--- src/sv/lps_pkg.sv ---
// shared types and constants for the permutation stepper
`default_nettype none
package lps_pkg;
	localparam int MaxLenDefault = 16;

	localparam logic [1:0] REQ_WRITE   = 2'd0;
	localparam logic [1:0] REQ_ADVANCE = 2'd1;
	localparam logic [1:0] REQ_READ    = 2'd2;

	typedef struct packed {
		logic [1:0] req_type;
		logic [3:0] elem_index;
		logic [7:0] elem_value;
	} in_beat_t;

	typedef struct packed {
		logic [7:0]  read_value;
		logic [15:0] arrangement_sum;
		logic [63:0] running_total;
		logic [47:0] step_count;
		logic [3:0]  pivot_position;
		logic        wrapped;
	} out_beat_t;

	// controller to datapath commands
	typedef struct packed {
		logic load;      // capture request, preset scan pointer
		logic sum_clr;
		logic sum_step;  // accumulate one element into the sum
		logic piv_step;  // one step of pivot search
		logic suc_step;  // one step of successor search
		logic swap;
		logic rev_init;
		logic rev_step;
		logic wr_elem;
		logic acc;       // add sum to total, bump count
		logic clr_tot;
		logic finish;    // build result beat
	} cmd_t;

	typedef struct packed {
		logic sum_done;
		logic piv_done;
		logic piv_found;
		logic suc_done;
		logic rev_done;
	} sts_t;
endpackage
`default_nettype wire

--- src/sv/lps_datapath.sv ---
// element store, scan pointers, sum and total registers
`default_nettype none
module lps_datapath #(
	parameter int MAX_LEN = lps_pkg::MaxLenDefault,
	localparam int IW = $clog2(MAX_LEN),
	localparam int LW = $clog2(MAX_LEN + 1)
) (
	input  wire                    clk,
	input  wire                    arst_n,
	input  wire lps_pkg::cmd_t     cmd,
	output lps_pkg::sts_t          sts,
	input  wire lps_pkg::in_beat_t in_beat,
	input  wire [4:0]              seq_length,
	output lps_pkg::out_beat_t     res
);
	logic [7:0]  mem_q [MAX_LEN];
	logic [1:0]  req_q;
	logic [3:0]  idx_q;
	logic [7:0]  val_q;
	logic [LW-1:0] len_q;
	logic [IW-1:0] ptr_q;     // sum pointer / pivot scan i / successor scan j
	logic [IW-1:0] piv_q;
	logic [IW-1:0] lo_q, hi_q;
	logic [15:0] sum_q;
	logic [63:0] tot_q;
	logic [47:0] cnt_q;
	logic [LW-1:0] len_c;
	logic [IW-1:0] last_c;
	logic [7:0]  a_c, b_c;
	// marks that the pivot search found a pivot
	logic sts_w_q;

	always_comb begin
		if (seq_length == 5'd0) len_c = LW'(1);
		else if (32'(seq_length) > MAX_LEN) len_c = LW'(MAX_LEN);
		else len_c = LW'(seq_length);
	end
	assign last_c = IW'(len_q - LW'(1));
	assign a_c = mem_q[ptr_q];
	assign b_c = mem_q[ptr_q - IW'(1)];

	assign sts.sum_done  = (ptr_q == last_c);
	assign sts.piv_done  = (ptr_q == '0) || (b_c < a_c);
	assign sts.piv_found = (ptr_q != '0);
	assign sts.suc_done  = (a_c > mem_q[piv_q]);
	assign sts.rev_done  = !(lo_q < hi_q);

	always_ff @(posedge clk) begin
		if (cmd.load) begin
			req_q <= in_beat.req_type;
			idx_q <= in_beat.elem_index;
			val_q <= in_beat.elem_value;
			len_q <= len_c;
		end
		if (cmd.wr_elem && 32'(idx_q) < MAX_LEN) mem_q[idx_q[IW-1:0]] <= val_q;
		if (cmd.swap) begin
			mem_q[piv_q] <= a_c;
			mem_q[ptr_q] <= mem_q[piv_q];
		end
		if (cmd.rev_step && lo_q < hi_q) begin
			mem_q[lo_q] <= mem_q[hi_q];
			mem_q[hi_q] <= mem_q[lo_q];
		end
		if (cmd.sum_clr) begin
			ptr_q <= '0;
			sum_q <= 16'(mem_q[0]);
		end else if (cmd.sum_step) begin
			ptr_q <= ptr_q + IW'(1);
			sum_q <= sum_q + 16'(mem_q[ptr_q + IW'(1)] * (16'(ptr_q) + 16'd2));
		end else if (cmd.load) begin
			ptr_q <= last_c;
		end else if (cmd.piv_step) begin
			ptr_q <= ptr_q - IW'(1);
		end else if (cmd.suc_step) begin
			ptr_q <= ptr_q - IW'(1);
		end
		if (cmd.rev_init) begin
			if (sts.piv_found) begin
				piv_q <= ptr_q - IW'(1);
				ptr_q <= last_c;
			end else begin
				piv_q <= '0;
			end
			lo_q <= ptr_q;
			hi_q <= last_c;
		end else if (cmd.rev_step) begin
			lo_q <= lo_q + IW'(1);
			hi_q <= hi_q - IW'(1);
		end
		if (cmd.finish) begin
			res.read_value <= (req_q == lps_pkg::REQ_READ && 32'(idx_q) < MAX_LEN)
				? mem_q[idx_q[IW-1:0]] : 8'd0;
			res.arrangement_sum <= sum_q;
			res.running_total <= tot_q;
			res.step_count <= cnt_q;
			res.pivot_position <= (req_q == lps_pkg::REQ_ADVANCE) ? 4'(piv_q) : 4'd0;
			res.wrapped <= (req_q == lps_pkg::REQ_ADVANCE) && !sts_w_q;
		end
	end

	always_ff @(posedge clk or negedge arst_n) begin
		if (!arst_n) begin
			tot_q <= '0;
			cnt_q <= '0;
			sts_w_q <= 1'b0;
		end else begin
			if (cmd.clr_tot) begin
				tot_q <= '0;
				cnt_q <= '0;
			end else if (cmd.acc) begin
				tot_q <= tot_q + 64'(sum_q);
				cnt_q <= cnt_q + 48'd1;
			end
			if (cmd.rev_init) sts_w_q <= sts.piv_found;
		end
	end
endmodule
`default_nettype wire

--- src/sv/lps_ctrl.sv ---
// sequencing state machine
`default_nettype none
module lps_ctrl (
	input  wire                clk,
	input  wire                arst_n,
	input  wire                in_valid,
	output logic               in_stall,
	input  wire [1:0]          req_type,
	output logic               out_valid,
	input  wire                out_stall,
	input  wire lps_pkg::sts_t sts,
	output lps_pkg::cmd_t      cmd
);
	typedef enum logic [9:0] {
		S_IDLE = 10'b0000000001, S_PSUM = 10'b0000000010, S_PIV = 10'b0000000100,
		S_SUC  = 10'b0000001000, S_SWAP = 10'b0000010000, S_REV = 10'b0000100000,
		S_SUM  = 10'b0001000000, S_FIN  = 10'b0010000000, S_OUT = 10'b0100000000,
		S_WR   = 10'b1000000000
	} state_t;
	state_t st_q, st_d;
	logic [1:0] rq_q;

	assign in_stall = (st_q != S_IDLE);
	assign out_valid = (st_q == S_OUT);

	always_comb begin
		st_d = st_q;
		cmd = '0;
		case (st_q)
			S_IDLE: if (in_valid) begin
				cmd.load = 1'b1;
				st_d = (req_type == lps_pkg::REQ_WRITE) ? S_WR : S_PSUM;
			end
			S_WR: begin
				cmd.wr_elem = 1'b1;
				cmd.clr_tot = 1'b1;
				st_d = S_PSUM;
			end
			S_PSUM: begin
				cmd.sum_clr = 1'b1;
				st_d = S_SUM;
			end
			S_PIV: if (sts.piv_done) begin
				cmd.rev_init = 1'b1;
				st_d = sts.piv_found ? S_SUC : S_REV;
			end else cmd.piv_step = 1'b1;
			S_SUC: if (sts.suc_done) st_d = S_SWAP;
			else cmd.suc_step = 1'b1;
			S_SWAP: begin
				cmd.swap = 1'b1;
				st_d = S_REV;
			end
			S_REV: if (sts.rev_done) begin
				cmd.sum_clr = 1'b1;
				st_d = S_FIN;
			end else cmd.rev_step = 1'b1;
			S_SUM: if (sts.sum_done) begin
				if (rq_q == lps_pkg::REQ_ADVANCE) begin
					cmd.acc = 1'b1;
					cmd.load = 1'b0;
					st_d = S_PIV;
				end else begin
					cmd.finish = 1'b1;
					st_d = S_OUT;
				end
			end else cmd.sum_step = 1'b1;
			S_FIN: if (sts.sum_done) begin
				cmd.finish = 1'b1;
				st_d = S_OUT;
			end else cmd.sum_step = 1'b1;
			S_OUT: if (!out_stall) st_d = S_IDLE;
			default: st_d = S_IDLE;
		endcase
	end

	always_ff @(posedge clk or negedge arst_n) begin
		if (!arst_n) begin
			st_q <= S_IDLE;
			rq_q <= lps_pkg::REQ_WRITE;
		end else begin
			st_q <= st_d;
			if (st_q == S_IDLE && in_valid) rq_q <= req_type;
		end
	end
endmodule
`default_nettype wire

--- src/sv/lex_permutation_stepper.sv ---
// top level: lexicographic permutation stepper
//
//  channel | direction | handshake          | payload
//  in      | into      | in_valid/in_stall  | in_beat (req_type, elem_index, elem_value)
//  out     | out of    | out_valid/out_stall| out_beat (six result fields)
//  apb     | into      | psel/penable/pready| seq_length at byte address 0
//
// one beat at a time; an advance does a sum pass, pivot scan, successor scan, swap,
// tail reversal and a second sum pass (successor scan and swap only when a pivot is found),
// a read does a sum pass, a write stores the element and then does a sum pass
// the element store is a register file stepped one position per cycle
// arst_n clears control, total and count; elements are undefined until written
// while the result beat waits under out_stall no new beat is taken
`default_nettype none
module lex_permutation_stepper #(
	parameter int MAX_LEN = lps_pkg::MaxLenDefault
) (
	input  wire                    clk,
	input  wire                    arst_n,
	input  wire                    in_valid,
	output logic                   in_stall,
	input  wire lps_pkg::in_beat_t in_beat,
	output logic                   out_valid,
	input  wire                    out_stall,
	output lps_pkg::out_beat_t     out_beat,
	input  wire                    psel,
	input  wire                    penable,
	input  wire                    pwrite,
	input  wire [1:0]              paddr,
	input  wire [31:0]             pwdata,
	output logic [31:0]            prdata,
	output logic                   pready
);
	lps_pkg::cmd_t cmd;
	lps_pkg::sts_t sts;
	logic [4:0] len_q;

	// length register, only address zero holds anything
	always_ff @(posedge clk or negedge arst_n) begin
		if (!arst_n) len_q <= 5'd16;
		else if (psel && penable && pwrite && paddr == 2'd0) len_q <= pwdata[4:0];
	end
	assign pready = 1'b1;
	assign prdata = (paddr == 2'd0) ? {27'd0, len_q} : 32'd0;

	lps_ctrl u_ctrl (
		.clk, .arst_n, .in_valid, .in_stall, .req_type(in_beat.req_type),
		.out_valid, .out_stall, .sts, .cmd
	);

	lps_datapath #(.MAX_LEN(MAX_LEN)) u_dp (
		.clk, .arst_n, .cmd, .sts, .in_beat, .seq_length(len_q), .res(out_beat)
	);
endmodule
`default_nettype wire
--- config.mk ---
export PLATFORM = sky130hd
export DESIGN_NAME = lex_permutation_stepper
export DESIGN_NICKNAME = d
export VERILOG_FILES = /design/src/sv/lps_pkg.sv /design/src/sv/lps_datapath.sv /design/src/sv/lps_ctrl.sv /design/src/sv/lex_permutation_stepper.sv
export SDC_FILE = /design/constraint.sdc
export NUM_CORES = 1
export LEC_CHECK = 0
export BUFFER_PORTS_ARGS = -buffer_cell sky130_fd_sc_hd__buf_2
export CELL_PAD_IN_SITES_DETAIL_PLACEMENT = 1
export CELL_PAD_IN_SITES_GLOBAL_PLACEMENT = 2
export CORE_MARGIN = 4
export CORE_UTILIZATION = 38
export DETAILED_ROUTE_END_ITERATION = 8
export PLACE_DENSITY = 0.79
export SLEW_MARGIN = 10
export SYNTH_ARGS = -nofsm -noshare
export SYNTH_HDL_FRONTEND = slang
export SYNTH_SLANG_ARGS = --single-unit
--- constraint.sdc ---
create_clock -name clk -period 8.1 [get_ports clk]
set_input_delay 1.215 -clock clk [delete_from_list [all_inputs] [get_ports clk]]
set_output_delay 1.215 -clock clk [all_outputs]
set_load 0.03 [all_outputs]
==> results.md <==
- Overall power: 0.0109 W
- HPWL Detailed: 66600 um
- Worst-path clk slew: 0.06 ns
- CTS resizes: 0
- Residual DRC count: 0
- Initial Util: 38.5%
- RR Startpoint: u_dp.ptr_q[0]$_DFF_P_
- Overflow after GRT: 0
- Vias in the first global route: 22200
- Largest net degree at the start of global routing: 89
- Max cap viols: 0
- Gpl congestion: 0.899
- VDD IR max: 0.264 mV
- Nets@finish: 2663
- Pwr Density: 340 nW/um^2
- # port buffers: 175
- Worst Setup SP: u_dp.ptr_q[0]$_DFF_P_
- Rel. slew slack: 19.6%
- Global Route Usage Sum: 21.5%
- Clk_skew: 0.0250 ns
- TritonRoute pass-1 iters: 5
- Setup Viol. Count Final: 0
- WL final: 87600 um
- Clock insertion delay at the later pin of the skew report: 0.62 ns
- Setup WS pre-CTS: 1.15 ns
- Top post-synthesis cells by area: edfxtp_1 32%, mux4_2 21%, dfrtp_1 11%, o21ai_0 3.8%, nand2_1 3.4%
- Critical path launch point type: flip-flop
- Longest Clk Path Bufs: 3
- Hold Crit Class: flip-flop to flip-flop
- Fmax: 143 MHz
- CORE AREA: 74800 um^2
- Status: finished, final reports clean
- Final hold violation count: 0
- Via count: 21000
- Initial antenna violation count: 1
- Setup ws final: 1.11 ns
- WL/cell: 24.9 um
- First-iteration detailed-routing DRC count: 2002
- Crit. End Element: flip-flop
- Unrepaired setup endpoints after global routing: false
- FF-to-FF setup slack: 1.11 ns
- Worst-Margin Slew: 1.21 ns
- TritonCTS Sinks: 461
- Multi-input logic area: 14800 um^2
- Met1 GRT Util: 28.6%
- Met3 GRT Util: 3.19%
- CTS tree: done
- Pleak: 12.0 nW
- Site Rows: 100
- Placed cells: 3427
- Fin Setup TNS: 0 ns
- First-pass GRT wire length: 137000 um
- Cell Count, Final, Fillers Out: 3524
- Avg Cell Area, Syn: 12.0 um^2
- Cts hold-fix bufs: 0
- CP endpoint: u_dp.sum_q[14]$_SDFFE_PP0P_
- Antenna Nets Post-Route: 0
- I/O pin cnt: 231
- Number of synthesized flops with an enable pin: 307
- GR Util met2: 36.5%
- Synth Cell Area: 28800 um^2
- WP data required: 8.59 ns
- Final Max Slew Viols: 0
- CP arrival: 7.48 ns
- H-tree lvl count: 2
- Seq. cell area: 13000 um^2
- Setup bufs post-CTS: 0
- Root Buffer: clkbuf_16
- Hold slack: 0.448 ns
- Tcrit/Tclk final: 86.3%
- Register area share after synthesis: 44.9%
- Ys Warns: 0
- Register bit count reported by yosys: 461
- Via density per instance: 5.97
- Layout fillers: 7884
- Reg2reg end: u_dp.sum_q[14]$_SDFFE_PP0P_
- Area Growth Syn to Fin: 11.7%
- Die area: 80400 um^2
- CTS buffer count: 51
- Top cell type by total area after synthesis: edfxtp_1
- Unique masters post-synth: 72
- Busiest grt layer: met2
- Synth top area share: 32.0%
- Die span in x: 283 um
- Crit path kind: flip-flop to flip-flop
- Post-Synthesis Cells: 2398
- Dominant synthesized flop cell: edfxtp_1
- Ys async rst share: 28.2%
- Die outline height: 283 um
- Crit path max fanout: 42
- R2r worst-path depth: 21
- Layout cells sized above 1: 24.1%
- Fin crit period: 6.99 ns
## per-layer routing
layer  share of wire, %  vias up
met5                  0        -
met3                6.1      149
met1                 41    11000
li1                   -     9145
met4                3.1        0
met2                 50      769
## worst min path at each step
stage	start	endpoint	slack, ns	cells past startpoint
after floorplan	u_dp.tot_q[28]$_DFFE_PN0P_	u_dp.res[81]$_DFFE_PP_	0.42	0
after global placement	u_dp.tot_q[28]$_DFFE_PN0P_	u_dp.res[81]$_DFFE_PP_	0.44	0
after detailed placement	u_dp.tot_q[45]$_DFFE_PN0P_	u_dp.res[98]$_DFFE_PP_	0.44	0
after CTS	u_dp.tot_q[28]$_DFFE_PN0P_	u_dp.res[81]$_DFFE_PP_	0.45	0
after global routing	u_dp.tot_q[45]$_DFFE_PN0P_	u_dp.res[98]$_DFFE_PP_	0.47	0
final	u_dp.tot_q[45]$_DFFE_PN0P_	u_dp.res[98]$_DFFE_PP_	0.45	0
## power breakdown
group / total (W) / internal [W] / leakage [nW] / switching, W
Clock: 0.00235 / 0.00134 / 0.826 / 0.00101
Sequential: 0.00299 / 0.00280 / 4.55 / 0.000190
Combinational: 0.00560 / 0.00250 / 6.64 / 0.00310
## per-stage QoR
stage,cell area (um^2),util [%]
final,32200,43.1
after global routing,32200,43.1
after CTS,32200,43.0
after detailed placement,30500,40.8
after global placement,30500,40.8
after floorplan,28900,-
## worst max-delay path, stage by stage (launching register included)
cell and delay [ns]:
dfxtp_4 0.74, inv_1 0.38, ha_2 0.88, mux4_2 0.42, mux2_2 0.30, o21ai_0 0.52
nor2_1 0.14, fa_1 0.50, inv_1 0.05, fa_1 0.46, fa_1 0.54, inv_1 0.05
ha_1 0.33, a21o_1 0.18, a21oi_1 0.25, nor2b_1 0.08, o21ai_0 0.22, a211o_1 0.21
o21ai_0 0.16, a21oi_1 0.19, xor2_1 0.16, nor2_1 0.05
## area by class of cell
type	instances	share of cell area [%]
diodes	1	0.00777
clock buffers	66	4.26
clock inverters	30	0.948
inverters	100	1.17
multi-input cells	1684	46.0
flip-flops and latches	461	40.3
well taps	969	3.76
repair buffers	213	3.62
## cells in the final DEF (no fill, tap or decap), types with 45 or more instances in the layout
cell type  count
edfxtp_1     307
o21ai_0      207
nand2_1      258
xnor2_1       75
mux4_2       269
ha_1          66
dfrtp_1      128
buf_2        174
nand3_1       68
xor2_1        45
clkbuf_16     51
a21oi_1       84
nor2_1       189
inv_1         99
## sequential cells by signal (all words and copies together), names as in the netlist, named ones only
signal and cells:
u_dp.res 141, u_dp.mem_q 128, u_dp.tot_q 64, u_dp.cnt_q 48, u_dp.sum_q 16, u_ctrl.st_q 10, u_dp.val_q 8, len_q 5
u_dp.hi_q 4, u_dp.idx_q 4, u_dp.len_q 4, u_dp.lo_q 4, u_dp.piv_q 4, u_dp.ptr_q 4, u_ctrl.rq_q 2, u_dp.req_q 2
u_dp.sts_w_q 1
## synthesized netlist by cell type (4+ instances only)
cell type and instances:
o21ai_0 221, edfxtp_1 307, a21o_1 23, and4_1 13, nor3_1 24, and3_1 22, a21oi_1 87, mux2_2 21
ha_1 67, nand3_1 68, dfrtp_1 128, nand2_1 258, inv_1 99, o22ai_1 5, nand4b_1 5, clkbuf_1 97
o21a_1 11, dfxtp_1 24, nor2_1 191, o211ai_1 10, o21bai_1 9, o21ai_1 4, and2_1 30, mux2i_1 11
nor3b_1 4, nor4_1 11, nand2b_1 21, fa_1 30, xnor2_1 76, nor2b_1 24, buf_2 30, nand4_1 19
mux4_2 269, xor2_1 45, nor4b_1 5, buf_4 30, or3_1 22, buf_1 21, o31ai_1 6
## cells by family (layout without fill, tap and decap cells)
group / Yosys count / after routing / synth area share, %
muxes: 303 / 303 / 22.4
and+or+nand+nor: 737 / 737 / 12.1
DFF: 461 / 461 / 44.9
other: 2 / 29 / 0.0260
adders and majority gates: 97 / 97 / 4.99
buffers and inverters: 279 / 409 / 4.18
xor gates and xnor gates: 121 / 121 / 3.68
AOI/OAI and AO/OA: 398 / 398 / 7.71
Note: power is estimated with default switching activity, not from simulation.
